==> config.mk <==
export PLATFORM = sky130hd
export DESIGN_NAME = date_add_days_core
export DESIGN_NICKNAME = d
export VERILOG_FILES = /design/src/rtl/core/dad_pkg.sv /design/src/rtl/core/date_add_days_core.sv
export SDC_FILE = /design/constraint.sdc
export NUM_CORES = 1
export LEC_CHECK = 0
export BUFFER_PORTS_ARGS = -buffer_cell sky130_fd_sc_hd__buf_2
export CAP_MARGIN = 20
export CORE_ASPECT_RATIO = 1.5
export CORE_UTILIZATION = 64
export DETAILED_ROUTE_END_ITERATION = 10
export PLACE_DENSITY_LB_ADDON = 0.12
export SYNTH_ARGS = -nofsm -noshare
export SYNTH_HDL_FRONTEND = slang
export SYNTH_SLANG_ARGS = --single-unit
==> constraint.sdc <==
create_clock -name i_clk -period 8.3 [get_ports i_clk]
set_clock_uncertainty 0.15 [all_clocks]
set_input_delay 0.415 -clock i_clk [delete_from_list [all_inputs] [get_ports i_clk]]
set_output_delay 0.415 -clock i_clk [all_outputs]
set_load 0.005 [all_outputs]
==> src/rtl/core/dad_pkg.sv <==
// Package for the date-plus-days core: beat types, state codes and the month length table.
`default_nettype none
package dad_pkg;

    typedef struct packed {
        logic [13:0] start_year;
        logic [3:0]  start_month;
        logic [4:0]  start_day;
        logic [15:0] add_days;
    } t_date_in;

    typedef struct packed {
        logic [13:0] result_year;
        logic [3:0]  result_month;
        logic [4:0]  result_day;
        logic        input_invalid;
        logic        year_overflow;
    } t_date_out;

    typedef enum logic [2:0] {
        S_IDLE,
        S_DIV,
        S_MOD,
        S_CHECK,
        S_CYC,
        S_ADD,
        S_MONTH,
        S_DONE
    } t_state;

    localparam logic [3:0]  MONTH_JAN     = 4'd1;
    localparam logic [3:0]  MONTH_FEB     = 4'd2;
    localparam logic [3:0]  MONTH_DEC     = 4'd12;
    localparam logic [4:0]  DAY_SAT       = 5'd31;
    localparam int          DAYS_PER_400Y = 146097;
    localparam int          YEARS_PER_CYC = 400;
    // floor(y / 100) == (y * RECIP_100) >> RECIP_SHIFT for every 14-bit y
    localparam logic [12:0] RECIP_100     = 13'd5243;
    localparam int          RECIP_SHIFT   = 19;
    localparam logic [6:0]  CENTURY       = 7'd100;
    localparam logic [6:0]  CENTURY_LAST  = 7'd99;

    // Month length; zero for codes that are not a month.
    function automatic logic [4:0] month_len(input logic [3:0] m, input logic leap);
        logic [4:0] len;
        case (m)
            4'd1, 4'd3, 4'd5, 4'd7, 4'd8, 4'd10, 4'd12: len = 5'd31;
            4'd4, 4'd6, 4'd9, 4'd11:                    len = 5'd30;
            MONTH_FEB:                                  len = leap ? 5'd29 : 5'd28;
            default:                                    len = 5'd0;
        endcase
        return len;
    endfunction

endpackage
`default_nettype wire

==> src/rtl/core/date_add_days_core.sv <==
// Gregorian date plus day count: sequenced core around one shared add/subtract unit.
//
//  channel | ports                    | handshake
//  --------+--------------------------+-----------------------------------------
//  item in | i_item, start, busy      | beat taken on edge with start && !busy
//  result  | o_result, o_strobe       | one-cycle strobe, no back-pressure
//
// Steps: accept, split the year into its mod-4/100/400 residues, check the date,
// take off whole 400-year blocks, add the day count, step month by month through
// the shared subtractor, then give the result. Invalid dates go from the check
// straight to the result strobe. busy is high from accept to strobe.
// Synchronous active-low reset returns the sequencer to idle; no clearing pass.
`default_nettype none
module date_add_days_core #(
    parameter int MAX_YEAR      = 9999,
    parameter int ADD_DAYS_BITS = 16
) (
    input  logic              i_clk,
    input  logic              i_rst_n,
    input  logic              start,
    input  dad_pkg::t_date_in i_item,
    output logic              busy,
    output logic              o_strobe,
    output dad_pkg::t_date_out o_result
);
    import dad_pkg::*;

    localparam int YMAX = (MAX_YEAR > 16383) ? MAX_YEAR : 16383;
    localparam int YW   = $clog2(YMAX + YEARS_PER_CYC + 2);
    localparam int NW   = ADD_DAYS_BITS;
    localparam int DW   = ((ADD_DAYS_BITS > 5) ? ADD_DAYS_BITS : 5) + 1;
    localparam int AW   = (DW > 18) ? DW : 18;

    localparam logic [YW-1:0] MAX_Y   = YW'(MAX_YEAR);
    localparam logic [YW-1:0] CYC_Y   = YW'(YEARS_PER_CYC);
    localparam logic [AW-1:0] CYC_D   = AW'(DAYS_PER_400Y);
    localparam logic [13:0]   SAT_Y   = 14'(MAX_YEAR);

    t_state r_state, n_state;

    logic [YW-1:0] r_year,  n_year;
    logic [3:0]    r_month, n_month;
    logic [DW-1:0] r_day,   n_day;
    logic [NW-1:0] r_cnt,   n_cnt;
    logic [7:0]    r_quot,  n_quot;
    logic [1:0]    r_m4,    n_m4;
    logic [6:0]    r_m100,  n_m100;
    logic [1:0]    r_q4,    n_q4;
    logic          r_inv,   n_inv;
    logic          r_ovf,   n_ovf;

    logic [31:0]   add_wide;
    logic [26:0]   prod;
    logic [13:0]   hundreds;
    logic          leap;
    logic [4:0]    len;
    logic [AW-1:0] op_a, op_b;
    logic          op_sub;
    logic [AW:0]   sum;
    logic          borrow;
    logic          gt;
    logic [YW-1:0] year_inc, year_cyc;

    assign add_wide = 32'(i_item.add_days);
    assign prod     = 27'(r_year[13:0]) * 27'(RECIP_100);
    assign hundreds = 14'(r_quot) * 14'(CENTURY);
    assign leap     = ((r_m4 == 2'd0) && (r_m100 != 7'd0)) ||
                      ((r_m100 == 7'd0) && (r_q4 == 2'd0));
    assign len      = month_len(r_month, leap);
    assign year_inc = r_year + YW'(1);
    assign year_cyc = r_year + CYC_Y;

    // shared add/subtract unit
    always_comb begin
        op_a   = AW'(r_day);
        op_b   = AW'(len);
        op_sub = 1'b1;
        case (r_state)
            S_CYC: begin
                op_a = AW'(r_cnt);
                op_b = CYC_D;
            end
            S_ADD: begin
                op_b   = AW'(r_cnt);
                op_sub = 1'b0;
            end
            default: ;
        endcase
        sum = op_sub ? ({1'b0, op_a} - {1'b0, op_b}) : ({1'b0, op_a} + {1'b0, op_b});
    end

    assign borrow = sum[AW];
    assign gt     = !borrow && (sum[AW-1:0] != '0);

    // next state
    always_comb begin
        n_state = r_state;
        case (r_state)
            S_IDLE:  if (start) n_state = S_DIV;
            S_DIV:   n_state = S_MOD;
            S_MOD:   n_state = S_CHECK;
            S_CHECK: begin
                if (r_day == '0 || gt || r_year > MAX_Y) n_state = S_DONE;
                else                                     n_state = S_CYC;
            end
            S_CYC: begin
                if (borrow)                n_state = S_ADD;
                else if (year_cyc > MAX_Y) n_state = S_DONE;
            end
            S_ADD:   n_state = S_MONTH;
            S_MONTH: begin
                if (!gt)                                          n_state = S_DONE;
                else if (r_month == MONTH_DEC && year_inc > MAX_Y) n_state = S_DONE;
            end
            S_DONE:  n_state = S_IDLE;
            default: n_state = S_IDLE;
        endcase
    end

    // datapath next values
    always_comb begin
        n_year  = r_year;
        n_month = r_month;
        n_day   = r_day;
        n_cnt   = r_cnt;
        n_quot  = r_quot;
        n_m4    = r_m4;
        n_m100  = r_m100;
        n_q4    = r_q4;
        n_inv   = r_inv;
        n_ovf   = r_ovf;
        case (r_state)
            S_IDLE: begin
                n_year  = YW'(i_item.start_year);
                n_month = i_item.start_month;
                n_day   = DW'(i_item.start_day);
                n_cnt   = add_wide[NW-1:0];
                n_inv   = 1'b0;
                n_ovf   = 1'b0;
            end
            S_DIV: n_quot = prod[RECIP_SHIFT+7:RECIP_SHIFT];
            S_MOD: begin
                n_m100 = 7'(14'(r_year) - hundreds);
                n_q4   = r_quot[1:0];
                n_m4   = r_year[1:0];
            end
            S_CHECK: begin
                if (r_day == '0 || gt) n_inv = 1'b1;
                else if (r_year > MAX_Y) n_ovf = 1'b1;
            end
            S_CYC: begin
                // a whole 400-year block keeps month, day and leap residues
                if (!borrow) begin
                    n_cnt  = sum[NW-1:0];
                    n_year = year_cyc;
                    if (year_cyc > MAX_Y) n_ovf = 1'b1;
                end
            end
            S_ADD: n_day = sum[DW-1:0];
            S_MONTH: begin
                if (gt) begin
                    n_day = sum[DW-1:0];
                    if (r_month == MONTH_DEC) begin
                        n_month = MONTH_JAN;
                        n_year  = year_inc;
                        n_m4    = r_m4 + 2'd1;
                        if (r_m100 == CENTURY_LAST) begin
                            n_m100 = 7'd0;
                            n_q4   = r_q4 + 2'd1;
                        end else begin
                            n_m100 = r_m100 + 7'd1;
                        end
                        if (year_inc > MAX_Y) n_ovf = 1'b1;
                    end else begin
                        n_month = r_month + 4'd1;
                    end
                end
            end
            default: ;
        endcase
    end

    always_ff @(posedge i_clk) begin
        if (!i_rst_n) begin
            r_state <= S_IDLE;
        end else begin
            r_state <= n_state;
        end
        r_year  <= n_year;
        r_month <= n_month;
        r_day   <= n_day;
        r_cnt   <= n_cnt;
        r_quot  <= n_quot;
        r_m4    <= n_m4;
        r_m100  <= n_m100;
        r_q4    <= n_q4;
        r_inv   <= n_inv;
        r_ovf   <= n_ovf;
    end

    // outputs
    always_comb begin
        busy     = (r_state != S_IDLE);
        o_strobe = (r_state == S_DONE);
        o_result.input_invalid = r_inv;
        o_result.year_overflow = r_ovf;
        if (r_ovf) begin
            o_result.result_year  = SAT_Y;
            o_result.result_month = MONTH_DEC;
            o_result.result_day   = DAY_SAT;
        end else begin
            o_result.result_year  = r_year[13:0];
            o_result.result_month = r_month;
            o_result.result_day   = r_day[4:0];
        end
    end

    a_accept_busy: assert property (@(posedge i_clk) disable iff (!i_rst_n)
        (start && !busy) |=> busy)
        else $error("accepted beat did not raise busy");

    a_strobe_single: assert property (@(posedge i_clk) disable iff (!i_rst_n)
        o_strobe |=> !o_strobe)
        else $error("result strobe held past one cycle");

    a_flags_exclusive: assert property (@(posedge i_clk) disable iff (!i_rst_n)
        o_strobe |-> !(o_result.input_invalid && o_result.year_overflow))
        else $error("invalid and overflow flagged together");

    a_valid_result: assert property (@(posedge i_clk) disable iff (!i_rst_n)
        (o_strobe && !o_result.input_invalid && !o_result.year_overflow) |->
        (o_result.result_month >= MONTH_JAN && o_result.result_month <= MONTH_DEC &&
         o_result.result_day != 5'd0))
        else $error("valid result is not a calendar date");

    a_idle_after_strobe: assert property (@(posedge i_clk) disable iff (!i_rst_n)
        o_strobe |=> !busy)
        else $error("core not free after result beat");

endmodule
`default_nettype wire

==> impl_metrics.env, run 1 <==
export IMPL_ys_ff_latch=73
export IMPL_synth_avg_cell_area_um2=9.04
export IMPL_die_width_um=99.2
export IMPL_hp_class="in2reg"
export IMPL_worst_ep_arrival_time_ps=5620
export IMPL_core_area_um2=13700
export IMPL_cts_buffers=9
export IMPL_synthTopCellsByArea="edfxtp_1, ha_1, fa_1"
export IMPL_cts_root_buf="clkbuf_16"
export IMPL_clkLatencyLatePin_ps=340
export IMPL_num_rows=52
export IMPL_synth_cells=1004
export IMPL_maxCapViolations=0
export IMPL_die_area_um2=14700
export IMPL_crit_fanout=11
export IMPL_finalHoldViolCount=0
export IMPL_crit_path_end_kind="flip-flop"
export IMPL_drv_slew=0
export IMPL_die_h_um=148
export IMPL_cp_start_kind="flip-flop"
export IMPL_first_pass_iters=5
export IMPL_synth_edf_count=70
export IMPL_vias=7321
export IMPL_synth_most_common_cell="inv_1"
export IMPL_grt_pass1_wl_um=37400
export IMPL_required_ps=8110
export IMPL_synth_fp_nets=1251
export IMPL_synth_top_area_share_pct=23.2
export IMPL_yosys_area_top_type="edfxtp_1"
export IMPL_max_stage_delay_ps=840
export IMPL_rsz0062_at_grt="no"
export IMPL_drcViolationCount=0
export IMPL_clockBufferDepth=2
export IMPL_grt_pass1_vias=7521
export IMPL_clock_sinks=73
export IMPL_hpwl_um=19000
export IMPL_wl_um=23600
export IMPL_setup_viol=0
export IMPL_yosysWarnings=0
export IMPL_ys_top_cells_by_count="inv_1, ha_1, nand2_1"
export IMPL_num_fill_cells=1108
export IMPL_async_reset_ff_share_pct=0
export IMPL_gp_congestion=0.930
export IMPL_layout_drive_gt1_share_pct=12.4
export IMPL_cts_resized=0
export IMPL_grtUsageTotal_pct=33.5
export IMPL_initial_core_util_pct=66.4
export IMPL_clk_pin_slew_ps=60
export IMPL_ioPinCount=69
export IMPL_synth_flop_cell="edfxtp_1"
export IMPL_status="complete, no violations"
export IMPL_seq_area_frac_synth_pct=23.8
export IMPL_finalCritPeriodShare_pct=70.1
export IMPL_grt_max_degree=37
export IMPL_worst_path_max_delay_cell="o31ai_2"
export IMPL_tritoncts="built"
export IMPL_postCtsSetupBuffers=0
export IMPL_period_needed_ps=5820
export IMPL_area_growth_pct=7.83
export IMPL_drtIter0Drc=376
export IMPL_io_buffers=68
export IMPL_ctsHtreeMaxLevel=3
export IMPL_routedWlPerCell_um=19.2
export IMPL_crit_chain="inv_1 > ha_1 > or3_2 > a21oi_2 > nor2_1 > a21oi_1 > ha_1 > xor2_1 > a21oi_1 > ha_1 > nand2b_1 > a21oi_1 > o31ai_4 > a311oi_1 > a221oi_1 > o211a_1 > and4_1 > or2_1 > o31ai_2"
export IMPL_antenna_left=0
export IMPL_fin_nets=1303
export IMPL_antenna_found_initial=0
export IMPL_setup_tns_ps=0
export IMPL_holdBufCountCts=0
export IMPL_path_class="reg2reg"
export IMPL_syn_area_um2=9070
export IMPL_yosys_cell_types_count=69
export IMPL_max_freq_mhz=172
export IMPL_overflow=0
export IMPL_worst_pin_slew_ps=996
export IMPL_slew_headroom_pct=33.2
export IMPL_drt_vias_per_instance=5.98
-- through the flow --
step	setup WS, ps	instance area [µm²]	hold WS (ps)	std cells	utilization [%]
finish	2480	9780	183	1224	71.6
global route	2010	9780	200	1223	71.6
CTS	2500	9780	179	1223	71.6
detailed placement	2560	9500	449	1207	69.5
global placement	2670	9500	439	1207	69.5
floorplan	2960	9070	384	1004	-
-- layout make-up --
class / count / area (µm²) / share of cell area, %
clock inverters: 7 / 60.1 / 0.614
repair buffers: 75 / 393 / 4.02
multi-input cells: 750 / 6190 / 63.2
well taps: 162 / 203 / 2.07
diodes: 1 / 2.50 / 0.0256
inverters: 147 / 552 / 5.64
clock buffers: 9 / 225 / 2.30
flip-flops and latches: 73 / 2160 / 22.1
-- placed cells by master (no fill, tap or decap), types with 6 or more instances in the layout --
cell and n:
inv_1 147, ha_1 141, nand2_1 133, edfxtp_1 70
buf_2 68, fa_1 64, o21ai_0 58, nor2_1 54
a21oi_1 50, xnor2_1 32, nand3_1 24, or2_2 20
xor2_1 15, a21o_1 14, nor3_1 13, o21a_1 12
clkbuf_16 9, and3_1 8, buf_4 7, o22ai_1 6
a31oi_1 6
-- kinds of logic (layout without fill, tap and decap cells) --
| kind of cell | count (synthesis) | after routing | share of synthesized area [%] |
|---|---|---|---|
| multiplexers | 6 | 6 | 0.676 |
| AND/OR/NAND/NOR | 297 | 297 | 15.3 |
| buffers and inverters | 181 | 238 | 8.12 |
| XOR/XNOR | 47 | 47 | 4.54 |
| flip-flops | 73 | 73 | 23.8 |
| AO/OA/AOI/OAI | 195 | 195 | 14.0 |
| other | 0 | 1 | 0 |
| adder cells (fa/ha/maj) | 205 | 205 | 33.6 |
-- critical path: cells and delay by family (launching register included) --
kind	cells	cell delay, ps
AND/OR/NAND/NOR	5	1260
buffers and inverters	1	110
XOR/XNOR	1	170
AO/OA/AOI/OAI	9	2360
adder cells (fa/ha/maj)	3	950
flip-flops	1	420
-- worst paths after layout --
check             startpoint         end  slack (ps)  cells past startpoint
hold / removal       i_rst_n  r_state[1]         180                      3
setup reg to reg  r_month[0]   r_year[8]        2480                     19
setup / recovery  r_month[0]   r_year[8]        2480                     19
hold reg to reg      r_q4[0]     r_q4[0]         460                      1
-- routing by layer --
metal | up-vias | part of all wire [%] | global-route usage [%]
li1 | 3519 | - | -
met1 | 3521 | 35 | 34.0
met2 | 203 | 56 | 65.3
met3 | 78 | 3.7 | 3.83
met4 | 0 | 5.2 | 18.2
met5 | - | 0 | 0
-- state kept, by name (all words and copies together), names as in the netlist, 2 cells and up --
register and count:
r_cnt 16, r_day 17, r_m100 7, r_m4 2, r_month 4, r_q4 2, r_quot 5, r_state 3
r_year 15
Power of run 1 is left out: the tool's default activity adds up to more than one toggle a clock period on the data nets, which glitch-free logic cannot reach.
==> run 2, diff against run 1 <==
Settings changed: CORE_UTILIZATION 64 to 57.
Clock period 8.3 ns to 5.2 ns, I/O delays scaled along.
==> impl_metrics.env, run 2 (synthesis results as in run 1) <==
export IMPL_hpwl_um=20700
export IMPL_num_rows=56
export IMPL_drv_slew=0
export IMPL_clockBufferDepth=2
export IMPL_overflow=0
export IMPL_routedWlPerCell_um=18.7
export IMPL_core_area_um2=15600
export IMPL_placed_cell_area_um2=10200
export IMPL_final_cell_mix="inv_1, ha_1, nand2_1"
export IMPL_crit_path_end_kind="flip-flop"
export IMPL_first_pass_iters=9
export IMPL_tritoncts="built"
export IMPL_hold_ws_ps=29.1
export IMPL_worst_ep_arrival_time_ps=4960
export IMPL_clk_pin_slew_ps=60
export IMPL_cp_start_kind="flip-flop"
export IMPL_drcViolationCount=0
export IMPL_grtUsageTotal_pct=31.5
export IMPL_fin_nets=1409
export IMPL_worst_pin_slew_ps=923
export IMPL_area_growth_pct=19.4
export IMPL_die_area_um2=16400
export IMPL_min_path_cells=3
export IMPL_wl_um=25600
export IMPL_period_needed_ps=5050
export IMPL_clkLatencyLatePin_ps=340
export IMPL_vias=7809
export IMPL_antenna_found_initial=1
export IMPL_hp_class="in2reg"
export IMPL_timing_rr_start="r_month[1]"
export IMPL_initial_core_util_pct=58.1
export IMPL_r2r_end="r_year[0]"
export IMPL_die_width_um=105
export IMPL_slew_headroom_pct=38.5
export IMPL_path_class="reg2reg"
export IMPL_io_buffers=68
export IMPL_ctsHtreeMaxLevel=3
export IMPL_status="complete, no violations"
export IMPL_grt_max_degree=29
export IMPL_crit_fanout=5
export IMPL_max_freq_mhz=198
export IMPL_hold_end="r_month[2]"
export IMPL_finalCritPeriodShare_pct=97.1
export IMPL_final_area_um2=10800
export IMPL_drtIter0Drc=445
export IMPL_rrSetupSlack_ps=150
export IMPL_largest_reg_flops=17
export IMPL_gp_congestion=0.941
export IMPL_setup_viol=0
export IMPL_finalHoldViolCount=0
export IMPL_setup_tns_ps=0
export IMPL_rr_worst_depth=22
export IMPL_cts_root_buf="clkbuf_16"
export IMPL_final_common_cell="inv_1"
export IMPL_top_register="r_day"
export IMPL_min_from="i_item[23]"
export IMPL_ioPinCount=69
export IMPL_top_regs="r_day (17), r_cnt (16), r_year (15)"
export IMPL_cts_buffers=9
export IMPL_die_h_um=157
export IMPL_layout_drive_gt1_share_pct=22.9
export IMPL_startpoint="r_month[1]"
export IMPL_required_ps=5110
export IMPL_antenna_left=0
export IMPL_maxCapViolations=0
export IMPL_grt_pass1_vias=8110
export IMPL_grt_pass1_wl_um=39400
export IMPL_clock_sinks=73
export IMPL_drt_vias_per_instance=5.70
-- run 2: repair_timing --
action	4_1_cts	5_1_grt
gates cloned	0	0
resized for setup	6	22
hold buffers	0	0
endpoints found under the setup margin	45	51
buffers inserted	1	22
endpoints found under the hold margin	0	0
pin swaps	0	19
-- run 2: area by class of cell --
class                      instances  area, µm²
clock buffer                       9        225
multi-input combinational        750       6380
fill                            1292       4790
antenna                            1       2.50
clock inverter                     7       57.6
inverter                         147        552
sequential                        73       2160
tap                              203        254
timing repair buffer             181       1200
-- run 2: how the worst max path moves through the flow --
stage                             to  depth (start not counted)
after floorplan             r_day[0]                         18
after global placement    r_year[12]                         23
after detailed placement  r_year[12]                         22
after CTS                  r_year[1]                         25
after global routing       r_year[2]                         23
final                      r_year[0]                         22
-- run 2: metal layers --
layer	part of all wire, %	up-vias	wire [µm]	GRT usage, %
li1	-	3741	-	-
met1	35	3764	8960	30.0
met2	56	204	14300	63.0
met3	3.2	100	809	3.25
met4	6.1	0	1560	20.5
met5	0	-	0	0
-- run 2: stage by stage --
stage	setup WS [ps]	std cells	utilization (%)
after floorplan	53.9	1004	-
after global placement	-104	1331	65.4
after detailed placement	-175	1331	65.4
after CTS	49.3	1348	67.5
after global routing	-19.9	1370	69.3
final	148	1371	69.3
-- run 2: critical path, cell delays in order, from the launching register on --
cell and delay [ps]:
edfxtp_1 440, buf_4 170, ha_4 160, or3_4 400
a21oi_4 200, nor2_2 80, a21oi_1 130, ha_2 270
mux2i_1 100, o22ai_1 150, ha_1 270, buf_4 170
and4_1 210, o21a_1 210, o21a_1 210, o31ai_2 270
a2111oi_2 70, and4_1 210, or2_4 260, buf_4 140
buf_4 160, o31ai_2 170, buf_4 170
Power of run 2 is left out for the same reason.
